$ cat config.mk
export PLATFORM = sky130hd
export DESIGN_NAME = fbf_div
export DESIGN_NICKNAME = d
export VERILOG_FILES = /design/src/design/fbf_pkg.sv /design/src/design/fbf_div.sv
export SDC_FILE = /design/constraint.sdc
export NUM_CORES = 2
export LEC_CHECK = 0
export BUFFER_PORTS_ARGS = -buffer_cell sky130_fd_sc_hd__buf_4
export CELL_PAD_IN_SITES_DETAIL_PLACEMENT = 0
export CELL_PAD_IN_SITES_GLOBAL_PLACEMENT = 2
export CORE_MARGIN = 2
export CORE_UTILIZATION = 40
export DETAILED_ROUTE_END_ITERATION = 10
export PLACE_DENSITY = 0.86
export SKIP_CTS_REPAIR_TIMING = 1
export SKIP_LAST_GASP = 1
export SYNTH_ARGS = -nofsm -noshare
export SYNTH_HDL_FRONTEND = slang
export SYNTH_SLANG_ARGS = --single-unit
$ cat constraint.sdc
create_clock -name clk -period 20.6 [get_ports clk]
set_input_delay 2.06 -clock clk [delete_from_list [all_inputs] [get_ports clk]]
set_output_delay 2.06 -clock clk [all_outputs]
set_load 0.005 [all_outputs]
$ cat src/design/fbf_pkg.sv
`timescale 1ns / 1ps
// ----------------------------------------------------------------------------
// fbf_pkg
// Types, codes and helpers for the facet basis function evaluator.
// ----------------------------------------------------------------------------
package fbf_pkg;

  typedef enum logic [2:0] {
    EL_LINE    = 3'd0,
    EL_TRI     = 3'd1,
    EL_QUAD    = 3'd2,
    EL_TET     = 3'd3,
    EL_HEX     = 3'd4,
    EL_PRISM   = 3'd5,
    EL_PYRAMID = 3'd6,
    EL_UNKNOWN = 3'd7
  } elem_e;

  typedef enum logic [1:0] {
    ERR_OK    = 2'd0,
    ERR_FACET = 2'd1,
    ERR_ELEM  = 2'd2,
    ERR_SAT   = 2'd3
  } err_e;

  typedef struct packed {
    logic [2:0]        element_type;
    logic [2:0]        facet_number;
    logic signed [15:0] coord_u;
    logic signed [15:0] coord_v;
    logic signed [15:0] coord_w;
    logic              facet_reversed;
  } in_word_t;

  typedef struct packed {
    logic signed [23:0] vec_x;
    logic signed [23:0] vec_y;
    logic signed [23:0] vec_z;
    logic signed [23:0] divergence;
    logic [1:0]         error_code;
  } out_word_t;

  // one saturated output value
  typedef struct packed {
    logic               sat;
    logic signed [23:0] val;
  } res_t;

  // per-item data that rides alongside the divider
  typedef struct packed {
    err_e              err;
    logic              div_sel;
    logic [3:0]        sat;
    logic [3:0][23:0]  val;
  } side_t;

  localparam logic signed [23:0] OUT_MAX = 24'sh7FFFFF;
  localparam logic signed [23:0] OUT_MIN = 24'sh800000;

  // quotient bits kept by the divider (one beyond the rounding bit of 24 bits)
  localparam int QUOT_BITS  = 25;
  localparam int DIV_STEPS  = 5;
  localparam int DIV_STAGES = (QUOT_BITS + DIV_STEPS - 1) / DIV_STEPS;

  // width helpers, all constant functions of the fraction widths
  function automatic int mx_of(int inf);
    return (inf > 15) ? inf : 15;
  endfunction

  function automatic int dw_of(int inf);
    return mx_of(inf) + 3;
  endfunction

  function automatic int pw_of(int inf);
    return dw_of(inf) + mx_of(inf) + 4;
  endfunction

  function automatic int nw_of(int inf, int outf);
    int e;
    e = outf - inf - 1;
    return pw_of(inf) + ((e > 0) ? e : 0);
  endfunction

  // sign, clamp and flag one magnitude
  function automatic res_t sat24(logic neg, logic [24:0] mag, logic big);
    res_t res;
    res.sat = big | (neg ? (mag > 25'd8388608) : (mag > 25'd8388607));
    if (res.sat) begin
      res.val = neg ? OUT_MIN : OUT_MAX;
    end else begin
      res.val = neg ? 24'(-mag) : 24'(mag);
    end
    return res;
  endfunction

endpackage

$ cat src/design/fbf_div.sv
`timescale 1ns / 1ps
// ----------------------------------------------------------------------------
// fbf_div
// Pipelined restoring divider: up to DIV_STEPS quotient bits per stage, with an early
// overflow flag when the quotient does not fit in QUOT_BITS.
// ----------------------------------------------------------------------------
module fbf_div #(
  parameter int NW = 52,
  parameter int DW = 18
) (
  input  logic                          clk,
  input  logic                          en,
  input  logic [NW-1:0]                 num_i,
  input  logic [DW-1:0]                 den_i,
  input  logic                          neg_i,
  output logic [fbf_pkg::QUOT_BITS-1:0] quo_o,
  output logic                          ovf_o,
  output logic                          neg_o
);
  import fbf_pkg::*;

  localparam int QB   = QUOT_BITS;
  localparam int NS   = DIV_STAGES;
  localparam int HW   = NW - QB;
  localparam int CMPW = (HW > DW) ? HW : DW;

  logic [DW-1:0] rem_r [NS];
  logic [DW-1:0] den_r [NS];
  logic [QB-1:0] quo_r [NS];
  logic [QB-1:0] lo_r  [NS];
  logic          ovf_r [NS];
  logic          neg_r [NS];

  for (genvar s = 0; s < NS; s++) begin : g_stage
    logic [DW-1:0] rem_in, rem_v, den_in;
    logic [QB-1:0] quo_in, quo_v, lo_in;
    logic          ovf_in, neg_in;
    logic [DW:0]   t;

    if (s == 0) begin : g_first
      // the high part must be below the divisor, or the quotient overflows
      assign rem_in = DW'(num_i >> QB);
      assign quo_in = '0;
      assign lo_in  = QB'(num_i);
      assign den_in = den_i;
      assign ovf_in = (CMPW'(num_i >> QB) >= CMPW'(den_i));
      assign neg_in = neg_i;
    end else begin : g_next
      assign rem_in = rem_r[s-1];
      assign quo_in = quo_r[s-1];
      assign lo_in  = lo_r[s-1];
      assign den_in = den_r[s-1];
      assign ovf_in = ovf_r[s-1];
      assign neg_in = neg_r[s-1];
    end

    // one quotient bit per step
    always_comb begin
      rem_v = rem_in;
      quo_v = quo_in;
      t     = '0;
      for (int j = 0; j < DIV_STEPS; j++) begin
        if (s * DIV_STEPS + j < QB) begin
          t = {rem_v, lo_in[QB - 1 - (s * DIV_STEPS + j)]};
          if (t >= {1'b0, den_in}) begin
            rem_v = DW'(t - {1'b0, den_in});
            quo_v[QB - 1 - (s * DIV_STEPS + j)] = 1'b1;
          end else begin
            rem_v = t[DW-1:0];
          end
        end
      end
    end

    always_ff @(posedge clk) begin
      if (en) begin
        rem_r[s] <= rem_v;
        quo_r[s] <= quo_v;
        lo_r[s]  <= lo_in;
        den_r[s] <= den_in;
        ovf_r[s] <= ovf_in;
        neg_r[s] <= neg_in;
      end
    end
  end

  assign quo_o = quo_r[NS-1];
  assign ovf_o = ovf_r[NS-1];
  assign neg_o = neg_r[NS-1];

endmodule

=== Word level (Yosys, flattened, before mapping) ===
Memory sizes are Yosys's and may differ from the RTL's.
Cells that the tools add are included.
W data, S select, Z words.

* Order comparisons: 26
* Mux-type cells: 52
* $add $sub $neg: 25

{| class="wikitable"
|+ Operator list
! kind !! number
|-
| $ge A19 B18 Y1 || 25
|-
| $mux W18 || 25
|-
| $sub A18 B18 Y18 || 25
|-
| $ge A27 B18 Y1 || 1
|-
| $mux W1 || 27
|}

* Bits of input ports: 73
* RAM bits: 440
* Output and inout port bits: 27
* Memories kept: 6
* Bits in registers: 0
* Logic and storage cells: 109

{| class="wikitable"
|+ Memory list
! memory !! words !! width !! rd ports !! clocked after Yosys merged registers in !! wr ports !! line !! source
|-
| lo_r || 5 || 25 || 4 || 0 || 5 || fbf_div.sv:30 || <nowiki>logic [QB-1:0] lo_r [NS];</nowiki>
|-
| quo_r || 5 || 25 || 5 || 0 || 5 || fbf_div.sv:29 || <nowiki>logic [QB-1:0] quo_r [NS];</nowiki>
|-
| den_r || 5 || 18 || 4 || 0 || 5 || fbf_div.sv:28 || <nowiki>logic [DW-1:0] den_r [NS];</nowiki>
|-
| rem_r || 5 || 18 || 4 || 0 || 5 || fbf_div.sv:27 || <nowiki>logic [DW-1:0] rem_r [NS];</nowiki>
|-
| neg_r || 5 || 1 || 5 || 0 || 5 || fbf_div.sv:32 || <nowiki>logic neg_r [NS];</nowiki>
|-
| ovf_r || 5 || 1 || 5 || 0 || 5 || fbf_div.sv:31 || <nowiki>logic ovf_r [NS];</nowiki>
|}

=== Longest topological paths before layout ===
An unclocked memory read counts as a cell.

* Depth after elaboration: 11
* Gate-level depth with buffers: 68

=== Least setup slack after synthesis ===
OpenSTA, ideal clock, no wires.

* Path type: input to register
* Start point: input port den_i[6]
* End point: memory rem_r[0][15], data pin
* Data required time: 20.339 ns
* Cell stages on the path: 62
* Buffers on the path: 6
* Library setup time: 0.261 ns
* Slack: 6.106 ns
* Arrival: 14.234 ns
* Cell sequence: inv_1 ha_1 a211oi_1 nor2_1 o41ai_1 nand2_1 a21oi_1 clkbuf_1 buf_1 nor2_1 a21oi_1 inv_1 ha_1 nor2b_1 o31a_1 o31a_1 nor3_1 o31ai_1 [... 26 more ...] a2111oi_0 o21ba_2 o211ai_2 clkbuf_1 mux2i_1 ha_1 a21o_1 a21o_1 a21o_1 a21o_1 a21o_1 a221o_1 a31oi_1 and2_1 nand2_1 nand2_1 inv_2 a221o_1

{| class="wikitable"
|+ RTL lines
! what !! line !! source
|-
| from (decl) || fbf_div.sv:14 || <nowiki>input logic [DW-1:0] den_i,</nowiki>
|-
| to (decl) || fbf_div.sv:27 ||
|}

==> qor.txt <==
result of the run - complete, no violations
final number of max-transition violations - 0
proportion of layout cells with a drive suffix above 1 - 9.57%
synthesized area divided by synthesized cell count - 8.79 µm²
Tightest Hold Check Type - register to register
leftover overflow at the end of global routing - 0
most frequent cells after synthesis - 468 x sky130_fd_sc_hd__ha_1, 327 x sky130_fd_sc_hd__a21oi_1, 286 x sky130_fd_sc_hd__inv_1
worst-margin pin slew - 0.945 ns
dominant cell type by area after synthesis - sky130_fd_sc_hd__edfxtp_1
origin of the critical flop-to-flop path - den_r[0][12]
Worst path max stage delay - 0.56 ns
Inst Count DP - 5,126
vias per inst - 5.65
proportion of synthesized flip-flops having asynchronous set or reset - 0%
total via count after detailed routing - 29,300
part of the cycle the worst path needs - 79.0%
worst-path cell with the longest stage delay - sky130_fd_sc_hd__nand2_1
first-iteration detailed-routing DRC count - 1,889
setup repair after global routing missed its margin - no
count of non-filler cells in the finished layout - 5,188
fin util - 44.2%
core box area - 85,300 µm²
setup slack of the worst register-to-register path - 4.46 ns
Crit path depth - 61
Std-Cell Rows - 107
quantity of I/O buffers inserted on ports - 99
buffer type at the clock tree root - sky130_fd_sc_hd__clkbuf_16
clock insertion delay at the later pin of the skew report - 0.57 ns
final count of hold timing violations - 0
most common cell in the netlist - sky130_fd_sc_hd__ha_1
most frequent cell on the critical path - sky130_fd_sc_hd__a21oi_1
termination of the worst setup path - rem_r[0][15]
post-detailed-route wirelength per cell - 19.5 µm
total nets after synthesis - 4,492
TritonCTS clock tree - built
EDFF count, synth - 279
diodes inserted - 0
number of H-tree branching levels - 2
number of nets with antenna violations after detailed routing - 0
initial antenna violation count - 1
worst relative slew slack - 37.0%
library cells used by synthesis - 106
Layout Nets - 4,585
number of fillers in the final layout - 8,471
total I/O pin count - 100
final critical-path required period - 16.28 ns
# setup viols final - 0
required time of the worst setup path - 20.90 ns
CP arrival - 16.59 ns
horizontal extent of the die - 298 µm
initial cell density of the core - 40.5%
Worst setup EP type - register
max-cap violation count - 0
number of buffers added by the clock tree synthesis step - 36
die boundary height - 298 µm
DRC errors left - 0
Detailed Place HPWL - 81,800 µm
Seq cells post-synth - 279
worst-case clock buffer depth - 3
share of the synthesized area in the top cell type - 24.3%
number of warnings reported in the yosys synthesis log - 0
startpoint kind of the worst setup timing path - input port
hold_ws - 0.400 ns
Worst Reg-to-Reg Cells - 61
clock sink total - 279
predominant post-synthesis flop cell - sky130_fd_sc_hd__edfxtp_1
number of instances in the synthesized netlist - 3,927
clock transition at the register clock pins on the worst setup and hold paths after CTS - 0.07 ns
synthesis-to-layout area growth - 9.30%
die outline area - 88,700 µm²
largest net degree at the start of global routing - 171
top cells by area, synth - sky130_fd_sc_hd__edfxtp_1 24%, sky130_fd_sc_hd__ha_1 17%, sky130_fd_sc_hd__xnor2_1 5.3%, sky130_fd_sc_hd__a21oi_1 4.7%, sky130_fd_sc_hd__mux2_2 4.6%
worst setup path startpoint - den_i[1]
gpl congestion - 0.908
largest fanout on the critical path - 31
global-route wire length before repair - 157,000 µm
largest delay contributor family on the critical path - compound AO/OA/AOI/OAI gates
final-layout setup total negative slack - 0 ns
Seq/Total Area, Yosys - 24.3%
total length of routed wires - 101,000 µm
Achievable Freq - 0.0614 GHz
First-pass DRT Iterations - 5
Global Route Usage Sum - 22.3%
worst r2r dst - rem_r[0][34]
path type of the worst setup path - input port to register
Buffers & Inverters on Critical Path - 10
Worst Clk Skew - 0.0244 ns
vias in the first global route - 28,300
synthesized area - 34,500 µm²
worst register-to-register path, delay by kind of cell, from the launching register on:
family	cells	cell delay (ns)
flops	1	0.55
fa+ha+maj	5	1.69
simple gates	11	2.47
mux	2	0.73
buf+inv	11	2.36
compound gates	32	8.09
sequential cells by signal, summed over array words and instances, names as in the netlist:
| signal | cells |
|---|---|
| quo_r | 75 |
| den_r | 72 |
| rem_r | 72 |
| lo_r | 50 |
| neg_r | 5 |
| ovf_r | 5 |
cell families after synthesis:
logic type / count (synthesis) / synth area share (%)
compound gates: 1221 / 23.2
simple gates: 1023 / 14.6
fa+ha+maj: 492 / 18.4
buf+inv: 358 / 4.05
xor+xnor: 320 / 8.12
flops: 279 / 24.3
mux: 234 / 7.42
per-layer routing:
| metal | vias to the layer above | global-route usage (%) | part of all wire (%) |
|---|---|---|---|
| met3 | 171 | 2.11 | 3.4 |
| li1 | 14900 | - | - |
| met2 | 550 | 38.2 | 47 |
| met1 | 13700 | 29.3 | 46 |
| met4 | 2 | 7.32 | 3.2 |
| met5 | - | 0 | 0.016 |
metrics by stage:
stage | setup WS [ns] | cell area, µm²
2_1_floorplan | 6.11 | 34500
3_3_place_gp | 4.31 | 36600
3_5_place_dp | 3.97 | 36600
4_1_cts | 4.50 | 37700
5_1_grt | 3.07 | 37700
6_report | 4.32 | 37700
layout by cell type, fill, tap and decap left out, drive strengths merged, types with 18 or more instances in the layout:
master | netlist | final
inv | 296 | 303
nand3 | 75 | 75
nand2 | 257 | 257
mux2i | 85 | 85
a221o | 27 | 27
o21a | 61 | 61
nand4 | 54 | 54
nor2b | 60 | 60
o21bai | 40 | 40
o31ai | 27 | 27
a21oi | 327 | 327
o21ai | 293 | 293
and3 | 38 | 38
buf | 35 | 116
a31oi | 27 | 27
and2 | 26 | 26
or2 | 25 | 25
nor2 | 256 | 256
a211oi | 35 | 35
nor3 | 86 | 86
xnor2 | 207 | 207
xor2 | 113 | 113
mux2 | 149 | 149
nor4 | 18 | 18
clkbuf | 26 | 39
fa | 24 | 24
nand2b | 71 | 71
ha | 468 | 468
a21boi | 25 | 25
a21o | 171 | 171
edfxtp | 279 | 279
worst min-delay path by stage:
| stage | startpoint | to | slack (ns) | depth (start not counted) |
|---|---|---|---|---|
| after floorplan | lo_r[0][0] | lo_r[0][25] | 0.40 | 0 |
| after global placement | ovf_r[0][0] | ovf_r[0][1] | 0.40 | 0 |
| after detailed placement | lo_r[0][8] | lo_r[0][33] | 0.40 | 0 |
| after CTS | lo_r[0][32] | lo_r[0][57] | 0.40 | 0 |
| after global routing | quo_r[0][90] | quo_r[0][115] | 0.42 | 0 |
| final | lo_r[0][32] | lo_r[0][57] | 0.40 | 0 |
layout make-up:
cell class	instances	area [µm²]	area share [%]
clock buffer	39	933	2.47
clock inverter	23	230	0.610
inverter	297	1110	2.95
multi-input combinational	3290	24800	65.6
sequential	279	8380	22.2
tap	1144	1430	3.79
timing repair buffer	116	891	2.36
Power is not shown: default switching activity piles up to over one toggle a cycle in this logic, so the estimate is an artifact.
