==> src/design/fbf_pkg.sv <==
`timescale 1ns / 1ps
// ----------------------------------------------------------------------------
// fbf_pkg
// Types, codes and helpers for the facet basis function evaluator.
// ----------------------------------------------------------------------------
package fbf_pkg;

  typedef enum logic [2:0] {
    EL_LINE    = 3'd0,
    EL_TRI     = 3'd1,
    EL_QUAD    = 3'd2,
    EL_TET     = 3'd3,
    EL_HEX     = 3'd4,
    EL_PRISM   = 3'd5,
    EL_PYRAMID = 3'd6,
    EL_UNKNOWN = 3'd7
  } elem_e;

  typedef enum logic [1:0] {
    ERR_OK    = 2'd0,
    ERR_FACET = 2'd1,
    ERR_ELEM  = 2'd2,
    ERR_SAT   = 2'd3
  } err_e;

  typedef struct packed {
    logic [2:0]        element_type;
    logic [2:0]        facet_number;
    logic signed [15:0] coord_u;
    logic signed [15:0] coord_v;
    logic signed [15:0] coord_w;
    logic              facet_reversed;
  } in_word_t;

  typedef struct packed {
    logic signed [23:0] vec_x;
    logic signed [23:0] vec_y;
    logic signed [23:0] vec_z;
    logic signed [23:0] divergence;
    logic [1:0]         error_code;
  } out_word_t;

  // one saturated output value
  typedef struct packed {
    logic               sat;
    logic signed [23:0] val;
  } res_t;

  // per-item data that rides alongside the divider
  typedef struct packed {
    err_e              err;
    logic              div_sel;
    logic [3:0]        sat;
    logic [3:0][23:0]  val;
  } side_t;

  localparam logic signed [23:0] OUT_MAX = 24'sh7FFFFF;
  localparam logic signed [23:0] OUT_MIN = 24'sh800000;

  // quotient bits kept by the divider (one beyond the rounding bit of 24 bits)
  localparam int QUOT_BITS  = 25;
  localparam int DIV_STEPS  = 5;
  localparam int DIV_STAGES = (QUOT_BITS + DIV_STEPS - 1) / DIV_STEPS;

  // width helpers, all constant functions of the fraction widths
  function automatic int mx_of(int inf);
    return (inf > 15) ? inf : 15;
  endfunction

  function automatic int dw_of(int inf);
    return mx_of(inf) + 3;
  endfunction

  function automatic int pw_of(int inf);
    return dw_of(inf) + mx_of(inf) + 4;
  endfunction

  function automatic int nw_of(int inf, int outf);
    int e;
    e = outf - inf - 1;
    return pw_of(inf) + ((e > 0) ? e : 0);
  endfunction

  // sign, clamp and flag one magnitude
  function automatic res_t sat24(logic neg, logic [24:0] mag, logic big);
    res_t res;
    res.sat = big | (neg ? (mag > 25'd8388608) : (mag > 25'd8388607));
    if (res.sat) begin
      res.val = neg ? OUT_MIN : OUT_MAX;
    end else begin
      res.val = neg ? 24'(-mag) : 24'(mag);
    end
    return res;
  endfunction

endpackage

==> src/design/fbf_numer.sv <==
`timescale 1ns / 1ps
// ----------------------------------------------------------------------------
// fbf_numer
// Two pipeline stages: decode and products, then numerators, rounding of the
// linear results and divider operands for the pyramid x/y components.
// ----------------------------------------------------------------------------
module fbf_numer #(
  parameter int IN_FRAC_BITS  = 14,
  parameter int OUT_FRAC_BITS = 16
) (
  input  logic                                          clk,
  input  logic                                          en,
  input  fbf_pkg::in_word_t                             in_data,
  output fbf_pkg::side_t                                side_o,
  output logic [fbf_pkg::nw_of(IN_FRAC_BITS, OUT_FRAC_BITS)-1:0] pnum_o,
  output logic [fbf_pkg::nw_of(IN_FRAC_BITS, OUT_FRAC_BITS)-1:0] qnum_o,
  output logic [fbf_pkg::dw_of(IN_FRAC_BITS)-1:0]       den_o,
  output logic                                          pneg_o,
  output logic                                          qneg_o
);
  import fbf_pkg::*;

  localparam int MX  = mx_of(IN_FRAC_BITS);
  localparam int WL  = MX + 9;
  localparam int DW  = dw_of(IN_FRAC_BITS);
  localparam int PW  = pw_of(IN_FRAC_BITS);
  localparam int NW  = nw_of(IN_FRAC_BITS, OUT_FRAC_BITS);
  localparam int ADW = DW + 16;
  // linear results are n / 2^(IN+2); scale by 2^OUT
  localparam int K   = OUT_FRAC_BITS - IN_FRAC_BITS - 2;
  localparam int KL  = (K > 0) ? K : 0;
  localparam int KR  = (K < 0) ? -K : 0;
  localparam int QWL = WL + KL + 2;
  localparam logic [QWL-1:0] HALF = (QWL'(1) << KR) >> 1;
  // divider numerator keeps one extra bit for the final rounding
  localparam int E   = OUT_FRAC_BITS - IN_FRAC_BITS - 1;
  localparam int EL  = (E > 0) ? E : 0;
  localparam int ER  = (E < 0) ? -E : 0;
  localparam logic signed [WL-1:0] S_L = WL'(1) <<< IN_FRAC_BITS;

  function automatic res_t lin_round(logic signed [WL-1:0] n, logic rev);
    logic [WL-1:0]  m;
    logic [QWL-1:0] r;
    m = n[WL-1] ? WL'(-n) : WL'(n);
    r = ((QWL'(m) << KL) + HALF) >> KR;
    return sat24(n[WL-1] ^ rev, r[24:0], |(r >> 25));
  endfunction

  // ---------------- stage 1: decode and products ----------------
  logic signed [WL-1:0]  a_l, b_l, c_l;
  logic signed [WL-1:0]  n_c [4];
  err_e                  err_c;
  logic                  dsel_c;
  logic signed [DW-1:0]  d_c;
  logic signed [31:0]    ac_c, bc_c;
  logic signed [ADW-1:0] ad_c, bd_c;

  assign a_l  = WL'(in_data.coord_u);
  assign b_l  = WL'(in_data.coord_v);
  assign c_l  = WL'(in_data.coord_w);
  assign d_c  = DW'(S_L) - DW'(in_data.coord_w);
  assign ac_c = in_data.coord_u * in_data.coord_w;
  assign bc_c = in_data.coord_v * in_data.coord_w;
  assign ad_c = ADW'(in_data.coord_u) * ADW'(d_c);
  assign bd_c = ADW'(in_data.coord_v) * ADW'(d_c);

  always_comb begin
    for (int k = 0; k < 4; k++) begin
      n_c[k] = '0;
    end
    err_c  = ERR_OK;
    dsel_c = 1'b0;
    case (elem_e'(in_data.element_type))
      EL_LINE: begin
        if (in_data.facet_number == 3'd1) n_c[0] = S_L <<< 2;
        else err_c = ERR_FACET;
      end
      EL_TRI: begin
        if (in_data.facet_number == 3'd1) n_c[2] = S_L <<< 3;
        else err_c = ERR_FACET;
      end
      EL_QUAD: begin
        if (in_data.facet_number == 3'd1) n_c[2] = S_L <<< 1;
        else err_c = ERR_FACET;
      end
      EL_TET: begin
        n_c[0] = a_l <<< 3;
        n_c[1] = b_l <<< 3;
        n_c[2] = c_l <<< 3;
        n_c[3] = (S_L <<< 4) + (S_L <<< 3);
        case (in_data.facet_number)
          3'd1: n_c[1] = -((S_L - b_l) <<< 3);
          3'd2: n_c[2] = -((S_L - c_l) <<< 3);
          3'd3: n_c[0] = -((S_L - a_l) <<< 3);
          3'd4: ;
          default: err_c = ERR_FACET;
        endcase
      end
      EL_HEX: begin
        n_c[3] = S_L;
        case (in_data.facet_number)
          3'd1: n_c[1] = b_l - S_L;
          3'd2: n_c[2] = c_l - S_L;
          3'd3: n_c[0] = a_l - S_L;
          3'd4: n_c[0] = S_L + a_l;
          3'd5: n_c[1] = S_L + b_l;
          3'd6: n_c[2] = S_L + c_l;
          default: err_c = ERR_FACET;
        endcase
      end
      EL_PRISM: begin
        case (in_data.facet_number)
          3'd1: begin
            n_c[0] = a_l <<< 2;
            n_c[1] = (b_l - S_L) <<< 2;
            n_c[3] = S_L <<< 3;
          end
          3'd2: begin
            n_c[2] = (c_l - S_L) <<< 2;
            n_c[3] = S_L <<< 2;
          end
          3'd3: begin
            n_c[0] = (a_l - S_L) <<< 2;
            n_c[1] = b_l <<< 2;
            n_c[3] = S_L <<< 3;
          end
          3'd4: begin
            n_c[0] = a_l <<< 2;
            n_c[1] = b_l <<< 2;
            n_c[3] = S_L <<< 3;
          end
          3'd5: begin
            n_c[2] = (S_L + c_l) <<< 2;
            n_c[3] = S_L <<< 2;
          end
          default: err_c = ERR_FACET;
        endcase
      end
      EL_PYRAMID: begin
        if (in_data.facet_number == 3'd0 || in_data.facet_number > 3'd5) begin
          err_c = ERR_FACET;
        end else if (c_l == S_L) begin
          // apex: fixed vectors, zero divergence
          case (in_data.facet_number)
            3'd1: begin n_c[1] = -(S_L <<< 1); n_c[2] = S_L; end
            3'd3: begin n_c[0] = -(S_L <<< 1); n_c[2] = S_L; end
            3'd4: begin n_c[0] = S_L <<< 1;    n_c[2] = S_L; end
            3'd5: begin n_c[1] = S_L <<< 1;    n_c[2] = S_L; end
            default: ;
          endcase
        end else begin
          n_c[3] = (S_L <<< 1) + S_L;
          if (in_data.facet_number == 3'd2) begin
            n_c[0] = a_l;
            n_c[1] = b_l;
            n_c[2] = c_l - S_L;
          end else begin
            n_c[2] = c_l;
            dsel_c = 1'b1;
          end
        end
      end
      default: err_c = ERR_ELEM;
    endcase
    if (err_c != ERR_OK) begin
      for (int k = 0; k < 4; k++) begin
        n_c[k] = '0;
      end
    end
  end

  logic signed [WL-1:0]  n_r [4];
  err_e                  err_r;
  logic                  dsel_r, rev_r;
  logic [2:0]            fn_r;
  logic signed [DW-1:0]  d_r;
  logic signed [15:0]    a_r, b_r;
  logic signed [31:0]    ac_r, bc_r;
  logic signed [ADW-1:0] ad_r, bd_r;

  always_ff @(posedge clk) begin
    if (en) begin
      n_r    <= n_c;
      err_r  <= err_c;
      dsel_r <= dsel_c;
      rev_r  <= in_data.facet_reversed;
      fn_r   <= in_data.facet_number;
      d_r    <= d_c;
      a_r    <= in_data.coord_u;
      b_r    <= in_data.coord_v;
      ac_r   <= ac_c;
      bc_r   <= bc_c;
      ad_r   <= ad_c;
      bd_r   <= bd_c;
    end
  end

  // ---------------- stage 2: numerators and rounding ----------------
  logic signed [PW-1:0] two_sd, as_c, bs_c, p_c, q_c, pf_c, qf_c;
  logic [PW-1:0]        pm_c, qm_c;
  side_t                side_c;
  res_t                 lr [4];

  assign two_sd = PW'(d_r) <<< (IN_FRAC_BITS + 1);
  assign as_c   = PW'(a_r) <<< IN_FRAC_BITS;
  assign bs_c   = PW'(b_r) <<< IN_FRAC_BITS;

  always_comb begin
    case (fn_r)
      3'd1: begin
        p_c = -PW'(ac_r);
        q_c = -two_sd + PW'(bd_r) + bs_c;
      end
      3'd3: begin
        p_c = -two_sd + PW'(ad_r) + as_c;
        q_c = -PW'(bc_r);
      end
      3'd4: begin
        p_c = two_sd + PW'(ad_r) + as_c;
        q_c = -PW'(bc_r);
      end
      default: begin
        p_c = -PW'(ac_r);
        q_c = two_sd + PW'(bd_r) + bs_c;
      end
    endcase
    // w above one: fold the sign of (1 - w) into the numerator
    pf_c = d_r[DW-1] ? -p_c : p_c;
    qf_c = d_r[DW-1] ? -q_c : q_c;
    pm_c = pf_c[PW-1] ? PW'(-pf_c) : PW'(pf_c);
    qm_c = qf_c[PW-1] ? PW'(-qf_c) : PW'(qf_c);
  end

  always_comb begin
    for (int k = 0; k < 4; k++) begin
      lr[k] = lin_round(n_r[k], rev_r);
    end
    side_c.err     = err_r;
    side_c.div_sel = dsel_r;
    for (int k = 0; k < 4; k++) begin
      side_c.sat[k] = lr[k].sat;
      side_c.val[k] = lr[k].val;
    end
  end

  always_ff @(posedge clk) begin
    if (en) begin
      side_o <= side_c;
      pnum_o <= (NW'(pm_c) << EL) >> ER;
      qnum_o <= (NW'(qm_c) << EL) >> ER;
      den_o  <= d_r[DW-1] ? DW'(-d_r) : DW'(d_r);
      pneg_o <= pf_c[PW-1] ^ rev_r;
      qneg_o <= qf_c[PW-1] ^ rev_r;
    end
  end

endmodule

==> config.mk <==
export PLATFORM = sky130hd
export DESIGN_NAME = fbf_numer
export DESIGN_NICKNAME = d
export VERILOG_FILES = /design/src/design/fbf_pkg.sv /design/src/design/fbf_numer.sv
export SDC_FILE = /design/constraint.sdc
export NUM_CORES = 2
export LEC_CHECK = 0
export BUFFER_PORTS_ARGS = -buffer_cell sky130_fd_sc_hd__buf_4
export CORE_MARGIN = 5
export CORE_UTILIZATION = 55
export DETAILED_ROUTE_END_ITERATION = 12
export PLACE_DENSITY = 0.72
export SLEW_MARGIN = 10
export SYNTH_ARGS = -nofsm -noshare
export SYNTH_HDL_FRONTEND = slang
export SYNTH_SLANG_ARGS = --single-unit
==> constraint.sdc <==
create_clock -name clk -period 29.1 [get_ports clk]
set_input_delay 1.455 -clock clk [delete_from_list [all_inputs] [get_ports clk]]
set_output_delay 1.455 -clock clk [all_outputs]
set_load 0.05 [all_outputs]
# Word level (Yosys, flattened, before mapping)
# Cells that the tools add are included.
# W data, S select, Z words.
dict set report word_totals {
  in_bits 57
  regBits 479
}
dict set report op_classes {
  add_sub_neg 37
  n_mux 58
  n_mul 4
  order_cmp 9
  reduce_logical 13
  n_eq_ne 16
  bitwise_logic 7
}
# operator n
set ops {}
lappend ops {{$mux W24} 20}
lappend ops {{$pmux W24 S2} 6}
lappend ops {{$neg A24 Y24} 8}
lappend ops {{$pmux W24 S4} 2}
lappend ops {{$neg A37 Y37} 4}
lappend ops {{$pmux W37 S2} 2}
lappend ops {{$pmux W24 S6} 1}
lappend ops {{$pmux W48 S3} 1}
lappend ops {{$pmux W24 S5} 1}
lappend ops {{$neg A32 Y37} 3}
lappend ops {{$gt A24 B23 Y1 const B} 4}
lappend ops {{$gt A24 B24 Y1 const B} 4}
lappend ops {{$mux W96} 1}
lappend ops {{$add A37 B30 Y37} 2}
lappend ops {{$add A37 B33 Y37} 2}
lappend ops {{$mux W37} 2}
lappend ops {{$mux W36} 2}
lappend ops {{$mux W72} 1}
lappend ops {{$neg A20 Y24} 3}
lappend ops {{$add A34 B30 Y35} 2}
lappend ops {{$add A32 B33 Y34} 2}
lappend ops {{$sub A16 B16 Y17 const A} 4}
lappend ops {{$mul A16 B17 Y33} 2}
lappend ops {{$mul A16 B16 Y32} 2}
lappend ops {{26 further kinds} 63}

# Logic depth before layout (Yosys ltp)
dict set report logic_depth {
  word_depth 8
  ltp_mapped 35
}

# Worst setup path after synthesis
# OpenSTA, ideal clock, no wires.
dict set report synth_path {
  kind {input-to-reg}
  startpoint {in in_data[1] (netlist bit)}
  endpoint {reg bd_r[32] (netlist name)}
  path_slack_ns 18.663
  path_stages 34
  arrival_time_ns 10.177
  path_buffers 3
  required_time_ns 28.840
  cell_sequence {clkbuf_1 inv_1 clkbuf_1 ha_1 nand2b_1 nor4_1 nand2b_1 nor4_1 a21oi_1 xnor2_1 inv_1 clkbuf_1 nand2_1 inv_1 fa_1 fa_1 inv_1 fa_1 inv_1 fa_1 fa_1 inv_1 fa_1 inv_1 ha_1 and3_1 a211o_1 a21oi_1 o31ai_1 a41oi_1 a21oi_1 a21o_1 a21oi_1 xnor2_1}
}
dict set report synth_via {
  elab_chain_len 2
}
# item line
set synth_lines {}
lappend synth_lines {{start, declared} fbf_numer.sv:13} ;# input fbf_pkg::in_word_t in_data,
lappend synth_lines {{$sub A16 B16 Y17} fbf_numer.sv:61} ;# assign d_c = DW'(S_L) - DW'(in_data.coord_w);
lappend synth_lines {{net d_c[16]} fbf_numer.sv:54} ;# logic signed [DW-1:0] d_c;
lappend synth_lines {{$mul A16 B17 Y33} fbf_numer.sv:65} ;# assign bd_c = ADW'(in_data.coord_v) * ADW'(d_c);
lappend synth_lines {{net bd_c[32]} fbf_numer.sv:56} ;# logic signed [ADW-1:0] ad_c, bd_c;
# The timed path passes the listed nets, and every way through them passes these cells.
# A chain may end at the register's enable or synchronous reset.

# Worst setup path after layout
dict set report layout_path {
  startpoint {in in_data[1] (netlist bit)}
  endpoint {reg bd_r[32] (netlist name)}
}
dict set report layout_via {
  elab_chain_len 2
}
# item line
set layout_lines {}
lappend layout_lines {{$sub A16 B16 Y17} fbf_numer.sv:61}
lappend layout_lines {{$mul A16 B17 Y33} fbf_numer.sv:65}
lappend layout_lines {{net bd_c[32]} fbf_numer.sv:56}
# The timed path passes the listed nets, and every way through them passes these cells.

==> results.json <==
{
  "vias": 59080,
  "ctsResizeCount": 0,
  "drtIter0Drc": 6381,
  "synth-edff-count": 442,
  "drv_slew": 0,
  "synth_area_um2": 74170,
  "gp_congestion": 0.9744,
  "synth_compound_gate_area_share": 0.1060,
  "die_y_um": 377.2,
  "antenna_found_initial": 18,
  "cpLargestDelayFamily": "adder cells",
  "tritoncts": "built",
  "vias_per_cell": 6.036,
  "r2r_end": "pnum_o[29]",
  "synthAdderAreaFrac": 0.3874,
  "cp_slowest_stage_delay_ns": 0.76,
  "wirelength_um": 230700,
  "die_w_um": 377.2,
  "slew_headroom": 0.2463,
  "fin_crit_ns": 11.06,
  "first_pass_iters": 12,
  "yosys_register_bits": 442,
  "rrSetupSlack_ns": 20.38,
  "crit_path_top_delay_cell": "fa_1",
  "cp_common_cell": "inv_1",
  "areaGrowthSynthToFinish_pct": 6.375,
  "endpoint_kind": "register",
  "cts-hold-fix-buffers": 0,
  "crit_type": "in -> reg",
  "fin_util": 0.5897,
  "hp-class": "reg -> reg",
  "cts_sinks": 442,
  "clk_pin_slew_worst_paths_ns": 0.06,
  "worstPathArrival_ns": 11.46,
  "grt_pass1_vias": 59010,
  "dp_slack_ns": 17.51,
  "finalHoldViolCount": 0,
  "ys_seq_area_frac": 0.1789,
  "muxShareOfSynthArea": 0.005837,
  "stdcell_area_um2": 78900,
  "finalSetupViolCount": 0,
  "grt_use_total": 0.3236,
  "status": "complete, no violations",
  "rsz0062_at_grt": "no",
  "period_share": 0.3802,
  "antenna_left": 0,
  "dp_hpwl_um": 178500,
  "synth_cells": 8019,
  "rows": 134,
  "cts_buffers": 52,
  "worst_pin_slew_ns": 1.126,
  "startpoint_type": "input port",
  "fmax_mhz": 90.38,
  "path_buf_inv": 9,
  "postPlaceCellArea_um2": 77190,
  "cts-root-buf": "clkbuf_16",
  "cts_max_level": 2,
  "avgSynthCellArea_um2": 9.250,
  "dieArea_um2": 142300,
  "synth_top_flop_cell": "edfxtp_1",
  "final.setup.worst_slack_ns": 18.04,
  "hp-start": "err_r[0]",
  "core_area_um2": 133800,
  "ys_async_sr_fraction": 0,
  "synth-simple-area-share": 0.1617,
  "grt_overflow_total": 0,
  "fin_setup_tns_ns": 0,
  "clockBufferDepth": 3,
  "wl_per_cell_um": 23.56,
  "drv_cap": 0,
  "synth_top_family_by_area": "adder cells",
  "rr_worst_depth": 21,
  "crit_fanout": 33,
  "clock_skew_ns": 0.02598,
  "grt_pass1_wl_um": 352600,
  "yosysWarnings": 0,
  "io_pins": 256,
  "synthXorXnorAreaFrac": 0.07262,
  "start_util": 0.5544,
  "port_buffers": 238,
  "grt_max_degree": 97,
  "hold_depth": 0,
  "rr_startpoint": "d_r[0]",
  "post_cts_buffers": 0,
  "nets": 9635,
  "min_delay_worst_endpoint": "side_o[101]",
  "drcViolationCount": 0,
  "yosysUniqueCellTypes": 99,
  "clock_latency_ns": 0.66,
  "critPathRequiredTime_ns": 29.49,
  "drive_gt1_frac": 0.06275
}
[registers in the layout, indices dropped and copies added, names as in the netlist, 17 cells and up]
| register | count |
|---|---|
| bd_r | 32 |
| den_o | 18 |
| bc_r | 32 |
| side_o | 87 |
| qnum_o | 37 |
| d_r | 17 |
| ad_r | 32 |
| ac_r | 32 |
| n_r | 77 |
| pnum_o | 37 |
[worst reg2reg max path: cells and delay by family, from the launching register on]
kind | cells | cell delay [ns]
AO/OA/AOI/OAI | 5 | 1.40
flip-flops | 1 | 0.76
AND/OR/NAND/NOR | 10 | 3.62
adder cells (fa/ha/maj) | 2 | 0.92
XOR/XNOR | 4 | 1.76
[cells in the final DEF (no fill, tap or decap), types with 17 or more instances in the layout]
cell / n
mux2i_1: 32
a222oi_1: 29
o21bai_1: 25
o21ai_0: 291
edfxtp_1: 442
buf_4: 306
nand2b_1: 94
inv_1: 1268
o22ai_1: 23
a22oi_1: 20
xnor2_1: 404
a31oi_1: 46
a211oi_1: 40
o41ai_1: 30
a21o_1: 70
conb_1: 18
ha_1: 447
o31ai_1: 73
nor2_1: 367
a21oi_1: 249
nor2b_1: 31
nor3_1: 110
or4_1: 33
nand4_1: 44
or2_2: 46
nand2_1: 952
o211ai_1: 31
fa_1: 1156
o21a_1: 36
or3_1: 72
nand3_1: 102
a211o_1: 22
clkbuf_16: 53
and3_1: 35
xor2_1: 196
nand3b_1: 17
and2_1: 398
nor4_1: 56
[layer usage]
metal  vias to the layer above  track usage  routed length [um]
li1                      25970            -                   -
met1                     29370       0.4466               91380
met2                      3141       0.4866               99850
met3                       585      0.08449               27360
met4                        13       0.1382               11930
met5                         -     0.004380                 137
[final cells by class]
type,count,area [um2]
Timing Repair Buffer,307,2312
Inverter,1278,4797
Multi-Input combinational cell,5894,54610
Antenna cell,5,12.51
Clock inverter,30,316.6
Clock buffer,65,1371
Fill cell,11570,54890
Tap cell,1768,2212
Sequential cell,442,13270
[logic make-up after synthesis]
group	after synthesis
xor+xnor	615
mux	42
flops	442
fa+ha+maj	1603
compound gates	1179
other cells	1
simple gates	2437
buf+inv	1700
[worst max-delay path by stage]
stage                to  startpoint  cells after the start  slack, ns
4_1_cts        bd_r[32]  in_data[1]                     33      18.19
3_3_place_gp   bd_r[32]  in_data[1]                     33      17.73
2_1_floorplan  bd_r[32]  in_data[1]                     34      18.66
6_report       bd_r[32]  in_data[1]                     33      18.04
5_1_grt        bd_r[32]  in_data[1]                     33      17.46
3_5_place_dp   bd_r[32]  in_data[1]                     33      17.51
[metrics by stage]
stage	instances	hold WS [ns]
3_5_place_dp	9689	0.4098
3_3_place_gp	9689	0.4064
4_1_cts	9784	0.4235
2_1_floorplan	8036	0.4003
5_1_grt	9785	0.4343
6_report	9789	0.4227
[cell usage after synthesis (all sizes together) (35+ instances only)]
master / number / area (um2)
a211oi: 40 / 300.3
a21o: 70 / 525.5
a21oi: 251 / 1264
a31oi: 47 / 300.3
and2: 399 / 2496
and3: 35 / 219.0
buf: 81 / 406.6
clkbuf: 341 / 1280
edfxtp: 442 / 13270
fa: 1156 / 23140
ha: 447 / 5593
inv: 1269 / 4763
nand2: 952 / 3573
nand2b: 94 / 588.1
nand3: 103 / 520.5
nand4: 44 / 275.3
nor2: 370 / 1396
nor3: 112 / 570.6
nor4: 60 / 409.2
o21a: 36 / 270.3
o21ai: 301 / 1506
o31ai: 73 / 548.0
or2: 46 / 287.8
or3: 73 / 461.7
xnor2: 411 / 3600
xor2: 204 / 1787
Power is not shown: default switching activity piles up to over one toggle a cycle in this logic, so the estimate is an artifact.
